$ cat config.mk
export PLATFORM = sky130hd
export DESIGN_NAME = synth_divider_and_multiplier_solver
export DESIGN_NICKNAME = d
export VERILOG_FILES = /design/src/hdl/sdms_pkg.sv /design/src/hdl/synth_divider_and_multiplier_solver.sv
export VERILOG_INCLUDE_DIRS = /design/src /design/src/hdl
export SDC_FILE = /design/constraint.sdc
export NUM_CORES = 2
export LEC_CHECK = 0
export BUFFER_PORTS_ARGS = -buffer_cell sky130_fd_sc_hd__buf_4
export CAP_MARGIN = 20
export CORE_ASPECT_RATIO = 2
export CORE_UTILIZATION = 50
export CTS_CLUSTER_SIZE = 8
export DETAILED_ROUTE_END_ITERATION = 10
export GPL_TIMING_DRIVEN = 0
export HOLD_SLACK_MARGIN = 0.15
export PLACE_DENSITY = 0.67
export SLEW_MARGIN = 20
export SYNTH_ARGS = -nofsm -noshare
export SYNTH_HDL_FRONTEND = slang
export SYNTH_SLANG_ARGS = --single-unit
export TNS_END_PERCENT = 5
$ cat constraint.sdc
create_clock -name clk_i -period 10.5 [get_ports clk_i]
set_input_delay 0 -clock clk_i [delete_from_list [all_inputs] [get_ports clk_i]]
set_output_delay 0 -clock clk_i [all_outputs]
set_load 0.02 [all_outputs]
$ cat src/hdl/synth_divider_and_multiplier_solver_macros.svh
// ----------------------------------------------------------------------------
// Assertion macros for the divider and multiplier solver
// Concurrent assertion wrappers, empty when SYNTHESIS is defined.
// ----------------------------------------------------------------------------
`ifndef SYNTH_DIVIDER_AND_MULTIPLIER_SOLVER_MACROS_SVH
`define SYNTH_DIVIDER_AND_MULTIPLIER_SOLVER_MACROS_SVH
`ifndef SYNTHESIS
// Assert a condition on every rising clock edge outside reset
`define SDMS_ASSERT(lbl, cond) \
  lbl: assert property (@(posedge clk_i) disable iff (!rst_ni) (cond)) \
    else $error("sdms assertion failed");
// Assert an implication on every rising clock edge outside reset
`define SDMS_ASSERT_IMP(lbl, ante, cons) \
  lbl: assert property (@(posedge clk_i) disable iff (!rst_ni) (ante) |-> (cons)) \
    else $error("sdms implication failed");
`else
`define SDMS_ASSERT(lbl, cond)
`define SDMS_ASSERT_IMP(lbl, ante, cons)
`endif
`endif

$ cat src/hdl/sdms_pkg.sv
// ----------------------------------------------------------------------------
// sdms_pkg
// Types, constants and the divider table of the divider and multiplier solver.
// ----------------------------------------------------------------------------
`timescale 1ns / 1ps
package sdms_pkg;

  // Frequencies in MHz with 21 fractional bits
  localparam logic [33:0] DCO_MIN  = 34'(64'd4850 * 64'h200000);
  localparam logic [33:0] DCO_MAX  = 34'(64'd5670 * 64'h200000);
  localparam logic [33:0] DCO_MID  = 34'(64'd5260 * 64'h200000);
  localparam logic [28:0] FOUT_MIN = 29'(64'd4 * 64'h200000);
  localparam logic [28:0] FOUT_MAX = 29'(64'd160 * 64'h200000);

  localparam logic [31:0] START_WORD = 32'h070A3D71;
  localparam logic [31:0] XTAL_RESET = 32'd1917321216;
  localparam logic [13:0] PPM_RESET  = 14'd3500;
  localparam logic [9:0]  N1_LIMIT   = 10'd128;
  localparam logic [9:0]  RINT_MAX   = 10'd1023;
  localparam logic [27:0] RFRAC_MAX  = 28'hFFFFFFF;
  localparam logic [19:0] PPM_SCALE  = 20'd1000000;

  // Shared unit iteration counts
  localparam logic [6:0] MUL_STEPS    = 7'd20;
  localparam logic [6:0] SRCH_STEPS   = 7'd34;
  localparam logic [6:0] RFREQ_STEPS  = 7'd65;
  localparam logic [2:0] LAST_DIV_IDX = 3'd5;

  // Register indexes
  localparam logic REG_XTAL = 1'b0;
  localparam logic REG_PPM  = 1'b1;

  typedef enum logic [4:0] {
    ST_IDLE, ST_RUN, ST_T1, ST_T2, ST_T3, ST_T4, ST_T5, ST_T6,
    ST_S1, ST_S2, ST_S3, ST_S4, ST_S5, ST_RF, ST_R2, ST_OUT
  } state_e;

  // High speed divider candidates in search order
  function automatic logic [3:0] hs_table(input logic [2:0] k);
    logic [3:0] v;
    unique case (k)
      3'd0:    v = 4'd4;
      3'd1:    v = 4'd5;
      3'd2:    v = 4'd6;
      3'd3:    v = 4'd7;
      3'd4:    v = 4'd9;
      3'd5:    v = 4'd11;
      default: v = 4'd4;
    endcase
    return v;
  endfunction

endpackage

$ cat src/hdl/synth_divider_and_multiplier_solver.sv
// ----------------------------------------------------------------------------
// synth_divider_and_multiplier_solver
// Oscillator divider search and RFREQ computation on one shift/add unit.
// ----------------------------------------------------------------------------
// A repeated request (same word and crystal) is accepted but gives no result.
// A small step and a full search both run on the bit-serial multiply/divide unit
// (one bit a cycle), which the small step uses fewer times than the full search.
// One transaction at a time; in_ready_o is high only while idle.
// Reset (rst_ni low, asynchronous) restores the config registers and solver state.
`timescale 1ns / 1ps
`include "synth_divider_and_multiplier_solver_macros.svh"
module synth_divider_and_multiplier_solver (
  input  logic        clk_i,
  input  logic        rst_ni,
  input  logic        cfg_we_i,
  input  logic        cfg_addr_i,
  input  logic [31:0] cfg_wdata_i,
  input  logic        in_valid_i,
  output logic        in_ready_o,
  input  logic [31:0] freq_word_i,
  output logic        out_valid_o,
  input  logic        out_ready_i,
  output logic [3:0]  hs_div_o,
  output logic [7:0]  n1_div_o,
  output logic [9:0]  rfreq_int_o,
  output logic [27:0] rfreq_frac_o,
  output logic [47:0] reg_image_o,
  output logic        small_step_o
);

  sdms_pkg::state_e state_q, state_d, ret_q, ret_d;

  logic [31:0] xtal_q, applied_freq_q, applied_xtal_q, applied_freq_d, applied_xtal_d;
  logic [13:0] ppm_q;
  logic [28:0] fout_q, fout_d;
  logic [33:0] dco_q, dco_d, best_q, best_d;
  logic [3:0]  hs_now_q, hs_now_d;
  logic [7:0]  n1_now_q, n1_now_d, n_q, n_d;
  logic [38:0] test_q, test_d;
  logic [58:0] lhs_q, lhs_d;
  logic [33:0] a_q, a_d;
  logic [2:0]  k_q, k_d;
  logic [9:0]  rint_q, rint_d;
  logic [27:0] rfrac_q, rfrac_d;
  logic        small_q, small_d;

  // Shared unit registers
  logic [64:0] acc_q, acc_d, opa_q, opa_d;
  logic [33:0] opb_q, opb_d;
  logic [6:0]  cnt_q, cnt_d;
  logic        div_q, div_d;

  logic        in_acc, repeat_req, small_ok;
  logic [28:0] fout_clamp;
  logic [38:0] diff;
  logic [64:0] mul_sum;
  logic [34:0] rem_sh, div_rem;
  logic        div_ge;
  logic [9:0]  n_adj;

  assign in_ready_o = (state_q == sdms_pkg::ST_IDLE);
  assign in_acc     = in_valid_i & in_ready_o;
  assign repeat_req = (freq_word_i == applied_freq_q) && (xtal_q == applied_xtal_q);

  // Clamp the request to the output range
  always_comb begin
    if (freq_word_i < 32'(sdms_pkg::FOUT_MIN)) begin
      fout_clamp = sdms_pkg::FOUT_MIN;
    end else if (freq_word_i > 32'(sdms_pkg::FOUT_MAX)) begin
      fout_clamp = sdms_pkg::FOUT_MAX;
    end else begin
      fout_clamp = freq_word_i[28:0];
    end
  end

  // Shared unit: shift-add multiply or restoring divide step
  assign mul_sum = acc_q + opa_q;
  assign rem_sh  = {acc_q[33:0], opa_q[64]};
  assign div_ge  = rem_sh >= {1'b0, opb_q};
  assign div_rem = div_ge ? rem_sh - {1'b0, opb_q} : rem_sh;

  assign diff     = (test_q > 39'(dco_q)) ? test_q - 39'(dco_q) : 39'(dco_q) - test_q;
  assign small_ok = (test_q > 39'(sdms_pkg::DCO_MIN)) && (test_q < 39'(sdms_pkg::DCO_MAX))
                    && ({6'd0, lhs_q} < acc_q);
  assign n_adj    = ((opa_q[8:0] > 9'd1) && opa_q[0]) ? 10'(opa_q[8:0]) + 10'd1
                                                      : 10'(opa_q[8:0]);

  // Next state
  always_comb begin
    state_d = state_q;
    unique case (state_q)
      sdms_pkg::ST_IDLE: if (in_acc && !repeat_req) state_d = sdms_pkg::ST_T1;
      sdms_pkg::ST_RUN:  if (cnt_q == 7'd1) state_d = ret_q;
      sdms_pkg::ST_T1:   state_d = sdms_pkg::ST_RUN;
      sdms_pkg::ST_T2:   state_d = sdms_pkg::ST_RUN;
      sdms_pkg::ST_T3:   state_d = sdms_pkg::ST_T4;
      sdms_pkg::ST_T4:   state_d = sdms_pkg::ST_RUN;
      sdms_pkg::ST_T5:   state_d = sdms_pkg::ST_RUN;
      sdms_pkg::ST_T6:   state_d = small_ok ? sdms_pkg::ST_RF : sdms_pkg::ST_S1;
      sdms_pkg::ST_S1:   state_d = sdms_pkg::ST_RUN;
      sdms_pkg::ST_S2:   state_d = sdms_pkg::ST_RUN;
      sdms_pkg::ST_S3:   state_d = (n_adj > sdms_pkg::N1_LIMIT) ? sdms_pkg::ST_S5
                                                                : sdms_pkg::ST_RUN;
      sdms_pkg::ST_S4:   state_d = sdms_pkg::ST_S5;
      sdms_pkg::ST_S5:   state_d = (k_q == sdms_pkg::LAST_DIV_IDX) ? sdms_pkg::ST_RF
                                                                   : sdms_pkg::ST_S1;
      sdms_pkg::ST_RF:   state_d = (xtal_q == 32'd0) ? sdms_pkg::ST_OUT : sdms_pkg::ST_RUN;
      sdms_pkg::ST_R2:   state_d = sdms_pkg::ST_OUT;
      sdms_pkg::ST_OUT:  if (out_ready_i) state_d = sdms_pkg::ST_IDLE;
      default:           state_d = sdms_pkg::ST_IDLE;
    endcase
  end

  // Datapath and shared unit control
  always_comb begin
    ret_d          = ret_q;
    applied_freq_d = applied_freq_q;
    applied_xtal_d = applied_xtal_q;
    fout_d         = fout_q;
    dco_d          = dco_q;
    best_d         = best_q;
    hs_now_d       = hs_now_q;
    n1_now_d       = n1_now_q;
    n_d            = n_q;
    test_d         = test_q;
    lhs_d          = lhs_q;
    a_d            = a_q;
    k_d            = k_q;
    rint_d         = rint_q;
    rfrac_d        = rfrac_q;
    small_d        = small_q;
    acc_d          = acc_q;
    opa_d          = opa_q;
    opb_d          = opb_q;
    cnt_d          = cnt_q;
    div_d          = div_q;
    unique case (state_q)
      sdms_pkg::ST_IDLE: begin
        if (in_acc && !repeat_req) begin
          applied_freq_d = freq_word_i;
          applied_xtal_d = xtal_q;
          fout_d         = fout_clamp;
        end
      end
      sdms_pkg::ST_RUN: begin
        cnt_d = cnt_q - 7'd1;
        if (div_q) begin
          acc_d = {30'd0, div_rem};
          opa_d = {opa_q[63:0], div_ge};
        end else begin
          if (opb_q[0]) acc_d = mul_sum;
          opa_d = {opa_q[63:0], 1'b0};
          opb_d = {1'b0, opb_q[33:1]};
        end
      end
      sdms_pkg::ST_T1: begin
        acc_d = '0; opa_d = 65'(fout_q); opb_d = 34'(hs_now_q);
        cnt_d = sdms_pkg::MUL_STEPS; div_d = 1'b0; ret_d = sdms_pkg::ST_T2;
      end
      sdms_pkg::ST_T2: begin
        acc_d = '0; opa_d = acc_q; opb_d = 34'(n1_now_q);
        cnt_d = sdms_pkg::MUL_STEPS; div_d = 1'b0; ret_d = sdms_pkg::ST_T3;
      end
      sdms_pkg::ST_T3: test_d = acc_q[38:0];
      sdms_pkg::ST_T4: begin
        acc_d = '0; opa_d = 65'(diff); opb_d = 34'(sdms_pkg::PPM_SCALE);
        cnt_d = sdms_pkg::MUL_STEPS; div_d = 1'b0; ret_d = sdms_pkg::ST_T5;
      end
      sdms_pkg::ST_T5: begin
        lhs_d = acc_q[58:0];
        acc_d = '0; opa_d = 65'(dco_q); opb_d = 34'(ppm_q);
        cnt_d = sdms_pkg::MUL_STEPS; div_d = 1'b0; ret_d = sdms_pkg::ST_T6;
      end
      sdms_pkg::ST_T6: begin
        small_d = small_ok;
        if (small_ok) begin
          dco_d = test_q[33:0];
        end else begin
          best_d = sdms_pkg::DCO_MAX;
          k_d    = 3'd0;
        end
      end
      sdms_pkg::ST_S1: begin
        acc_d = '0; opa_d = 65'(fout_q); opb_d = 34'(sdms_pkg::hs_table(k_q));
        cnt_d = sdms_pkg::MUL_STEPS; div_d = 1'b0; ret_d = sdms_pkg::ST_S2;
      end
      sdms_pkg::ST_S2: begin
        a_d   = acc_q[33:0];
        acc_d = '0; opa_d = {sdms_pkg::DCO_MID, 31'd0}; opb_d = acc_q[33:0];
        cnt_d = sdms_pkg::SRCH_STEPS; div_d = 1'b1; ret_d = sdms_pkg::ST_S3;
      end
      sdms_pkg::ST_S3: begin
        n_d   = n_adj[7:0];
        acc_d = '0; opa_d = 65'(a_q); opb_d = 34'(n_adj);
        cnt_d = sdms_pkg::MUL_STEPS; div_d = 1'b0; ret_d = sdms_pkg::ST_S4;
      end
      sdms_pkg::ST_S4: begin
        // Keep the lowest oscillator frequency above the band floor
        if ((acc_q > 65'(sdms_pkg::DCO_MIN)) && (acc_q < 65'(best_q))) begin
          best_d   = acc_q[33:0];
          n1_now_d = n_q;
          hs_now_d = sdms_pkg::hs_table(k_q);
        end
      end
      sdms_pkg::ST_S5: begin
        if (k_q == sdms_pkg::LAST_DIV_IDX) begin
          dco_d = best_q;
        end else begin
          k_d = k_q + 3'd1;
        end
      end
      sdms_pkg::ST_RF: begin
        if (xtal_q == 32'd0) begin
          rint_d  = sdms_pkg::RINT_MAX;
          rfrac_d = sdms_pkg::RFRAC_MAX;
        end else begin
          acc_d = '0; opa_d = {dco_q, 31'd0}; opb_d = 34'(xtal_q);
          cnt_d = sdms_pkg::RFREQ_STEPS; div_d = 1'b1; ret_d = sdms_pkg::ST_R2;
        end
      end
      sdms_pkg::ST_R2: begin
        // Saturate when the integer part overflows ten bits
        if (opa_q[64:38] != '0) begin
          rint_d  = sdms_pkg::RINT_MAX;
          rfrac_d = sdms_pkg::RFRAC_MAX;
        end else begin
          rint_d  = opa_q[37:28];
          rfrac_d = opa_q[27:0];
        end
      end
      default: begin
      end
    endcase
  end

  // Control and solver state registers
  always_ff @(posedge clk_i or negedge rst_ni) begin
    if (!rst_ni) begin
      state_q        <= sdms_pkg::ST_IDLE;
      ret_q          <= sdms_pkg::ST_IDLE;
      xtal_q         <= sdms_pkg::XTAL_RESET;
      ppm_q          <= sdms_pkg::PPM_RESET;
      applied_freq_q <= sdms_pkg::START_WORD;
      applied_xtal_q <= '0;
      dco_q          <= '0;
      hs_now_q       <= '0;
      n1_now_q       <= '0;
      cnt_q          <= '0;
      div_q          <= 1'b0;
      k_q            <= '0;
    end else begin
      state_q        <= state_d;
      ret_q          <= ret_d;
      applied_freq_q <= applied_freq_d;
      applied_xtal_q <= applied_xtal_d;
      dco_q          <= dco_d;
      hs_now_q       <= hs_now_d;
      n1_now_q       <= n1_now_d;
      cnt_q          <= cnt_d;
      div_q          <= div_d;
      k_q            <= k_d;
      if (cfg_we_i) begin
        unique case (cfg_addr_i)
          sdms_pkg::REG_XTAL: xtal_q <= cfg_wdata_i;
          sdms_pkg::REG_PPM:  ppm_q  <= cfg_wdata_i[13:0];
          default: begin
          end
        endcase
      end
    end
  end

  // Payload registers
  always_ff @(posedge clk_i) begin
    fout_q  <= fout_d;
    best_q  <= best_d;
    n_q     <= n_d;
    test_q  <= test_d;
    lhs_q   <= lhs_d;
    a_q     <= a_d;
    rint_q  <= rint_d;
    rfrac_q <= rfrac_d;
    small_q <= small_d;
    acc_q   <= acc_d;
    opa_q   <= opa_d;
    opb_q   <= opb_d;
  end

  // Result outputs
  assign out_valid_o  = (state_q == sdms_pkg::ST_OUT);
  assign hs_div_o     = hs_now_q;
  assign n1_div_o     = n1_now_q;
  assign rfreq_int_o  = rint_q;
  assign rfreq_frac_o = rfrac_q;
  assign small_step_o = small_q;
  assign reg_image_o  = {3'(hs_now_q - 4'd4), 7'(n1_now_q - 8'd1), rint_q, rfrac_q};

  `SDMS_ASSERT_IMP(a_out_blocks_in, out_valid_o, !in_ready_o)
  `SDMS_ASSERT_IMP(a_run_count, state_q == sdms_pkg::ST_RUN, cnt_q != 7'd0)
  `SDMS_ASSERT_IMP(a_search_idx, state_q == sdms_pkg::ST_S1, k_q <= sdms_pkg::LAST_DIV_IDX)

endmodule

==> metrics.yaml <==
synthesis:
  syn_avg_cell_area_um2: 9.83
  synth_warnings: 0
  synthMuxAreaShare: 0.0420
  synth_nets: 4132
  seq_area_frac_synth: 0.446
  synth_cells: 3791
  synth-edff-count: 406
  synthDistinctLibCells: 79
  yosys_register_bits: 581
  yosysTopAreaCellShare: 0.327
  synth_top_area_cell: "edfxtp_1"
  ys_async_sr_fraction: 0.301
  synth_top_family_by_area: "compound AO/OA/AOI/OAI gates"
  syn_area_mm2: 0.0373
  synth_simple_gate_area_frac: 0.134
  synth_xor_area_frac: 0.0463
  synthAdderAreaFrac: 0.0918
  synth_area_leaders: "edfxtp_1 33%, dfrtp_1 9.9%, ha_1 9.0%"
  synth_compound_area_frac: 0.181
  synth-main-ff-cell: "edfxtp_1"
cells_and_area:
  area_growth_pct: 18.2
  design.final.nets: 4564
  mostFrequentLayoutCells: "422 x nand2_1, 406 x edfxtp_1, 300 x inv_1"
  final_common_cell: "nand2_1"
  fin_util: 0.597
  drive_gt1_frac: 0.118
placement:
  numPortBuffers: 170
  gp_congestion: 1.06
  dpl.hpwl_um: 131000
critical_path:
  worstPathCellList: "inv_1, ha_1, a21o_1, a21o_1, a21o_1, a21oi_1, nor2_1, a2111oi_0, o211ai_1, a211o_1, a21oi_1, nor3_1, nand2b_2, buf_12"
  crit_required_ns: 10.93
  critPathMaxFanout: 26
  start_kind: "flop"
  cp-startpoint: "acc_q[33]$_SDFFCE_PN0P_"
  worst-setup-path-type: "flop to flop"
  crit_top_cell: "a21o_1"
  r2r_cells: 14
  end_kind: "flop"
  crit_slowest_cell: "a21oi_1"
  critPathArrivalTime_ns: 6.72
  timing.rr.start: "acc_q[33]$_SDFFCE_PN0P_"
  critPathMaxStageDelay_ns: 1.05
drt:
  drtAntennaViolNets: 0
  drc: 0
  dr_total_vias: 34300
  dr.pass1.iters: 10
  first_iter_violations: 3288
  wl_per_cell_um: 32.7
  vias_per_cell: 6.58
  drt-total-wl_um: 170000
floorplan:
  num_io_pins: 171
  rows: 141
  start_util: 0.505
  core_area_mm2: 0.0737
  die_y_um: 388
  die_w_um: 195
  die-area_mm2: 0.0757
clocking:
  cts_buffers: 82
  cts-hold-fix-buffers: 148
  cts_tree: "yes"
  clockRootBuffer: "clkbuf_16"
  cts_max_path_buffers: 3
  cts_resized: 0
  clkTransAtPathRegs_ns: 0.05
  cts_setup_buffers: 0
  numClockSinks: 581
  clk_latency_ns: 0.71
  h-tree-depth: 3
timing:
  hold_viol: 0
  relSlewSlack: 0.0864
  period_minus_slack_ns: 6.30
  drv_slew: 0
  fin_worst_skew_ns: 0.0278
  fin_crit_sh: 0.600
  tightest_slew_ns: 1.37
  max_freq_ghz: 0.159
  setup_viol: 0
  fin_setup_tns_ns: 0
  rsz0062_at_grt: "no"
grt:
  grt_pass1_wl_um: 240000
  grt_antenna_before_repair: 9
  grt_start_max_net_pins: 94
  grt_usage: 0.450
  grt_pass1_vias: 34800
  grt-ovfl-total: 0
power_and_ir_drop:
  p_seq_frac: 0.317
  power.share.switching: 0.485
  p_sw_w: 0.00722
  peakVddDrop_v: 0.000203
  power.internal_w: 0.00766
  power_leakage_nw: 18.8
  clockPowerShare: 0.171
  p_per_area_mw_per_mm2: 338
  comb_power_share: 0.512
min_path:
  holdCritStartpoint: "freq_word_i[5]"
  holdPathStages: 3
  hold_class: "input pin to flop"
flow_run:
  maxCapViolations: 0
outcome:
  outcome: "finished clean"
## final timing paths
path / to / slack (ns)
worst max-delay path: best_q[14]$_SDFFCE_PN0P_ / 4.20
worst min-delay path: fout_q[5]$_SDFFCE_PP0P_ / 0.18
worst max register to register: best_q[14]$_SDFFCE_PN0P_ / 4.20
worst min register to register: applied_freq_q[0]$_DFFE_PN1P_ / 0.47
max in group asynchronous: xtal_q[29]$_DFFE_PN1P_ / 9.48
min in group asynchronous: applied_freq_q[10]$_DFFE_PN1P_ / 0.48
## critical path, delay by kind of cell (launching register included)
kind,cells,cell delay [ns]
AO/OA/AOI/OAI,8,2.99
adder cells (fa/ha/maj),1,0.35
buffers and inverters,2,0.82
flip-flops,1,0.95
AND/OR/NAND/NOR,3,0.86
## flip-flops by register name, indices dropped and copies added (netlist names), 29 cells and up
| name | count |
|---|---|
| a_q | 34 |
| acc_q | 65 |
| applied_freq_q | 32 |
| applied_xtal_q | 32 |
| best_q | 34 |
| dco_q | 34 |
| fout_q | 29 |
| lhs_q | 59 |
| opa_q | 65 |
| opb_q | 34 |
| test_q | 39 |
| xtal_q | 32 |
## Yosys cell counts, drive strengths merged (12+ instances only)
library cell and n:
a222oi 75, and3 18, a21o 137, a31oi 27
o21a 24, or3 47, and2 34, nor4 55
o31ai 17, nand2b 27, buf 94, o221ai 12
dfrtp 148, a21oi 257, o21ai 230, nand2 424
edfxtp 406, ha 267, a221oi 22, o21bai 27
mux2 59, clkbuf 126, nor2b 20, xnor2 146
nand4 83, a211oi 22, o2111ai 26, mux2i 90
a221o 14, a22oi 22, nor2 186, xor2 51
dfstp 27, nand3 54, nor3 85, inv 302
## layout make-up
class                      count  area (um2)
antenna                        2        5.00
buffer                       220        1090
clock buffer                 135        2250
clock inverter                 7         116
fill                        6417       29700
inverter                     302        1140
multi-input combinational   2688       18500
sequential                   581       16600
tap                          929        1160
timing repair buffer         348        3190
## per-stage QoR
stage	hold WS (ns)	instances	cell area [um2]	setup WS (ns)	power, W
3_3_place_gp	0.223	4890	39700	2.42	0.0117
6_report	0.178	5212	44100	4.20	0.0149
3_5_place_dp	0.0512	4908	40100	4.62	0.0119
2_1_floorplan	-0.296	3791	37300	5.36	0.00887
4_1_cts	0.153	5198	44000	4.60	0.0145
5_1_grt	0.193	5210	44000	4.43	0.0154
## power by group through the flow
stage          Combinational, W  Sequential [W]  Clock (W)
6_report                0.00762         0.00472    0.00255
5_1_grt                 0.00811         0.00469    0.00262
4_1_cts                 0.00731         0.00462    0.00254
3_5_place_dp            0.00721         0.00466          0
3_3_place_gp            0.00700         0.00473          0
2_1_floorplan           0.00485         0.00403          0
## per-layer routing
layer,global-route usage,routed length (um),vias to the layer above
met2,0.764,82500,2010
met1,0.397,50000,16500
li1,-,-,14800
met5,0.000650,67,-
met4,0.543,24700,8
met3,0.113,13100,938
## cells by family (layout without fill, tap and decap cells)
logic type / count (synthesis) / count (layout)
other: 0 / 2
AOI/OAI and AO/OA: 1006 / 1006
buffers and inverters: 522 / 1012
xor gates and xnor gates: 197 / 197
DFF: 581 / 581
muxes: 149 / 149
adders and majority gates: 271 / 271
and+or+nand+nor: 1065 / 1065
Power figures use the tool's default switching activity.
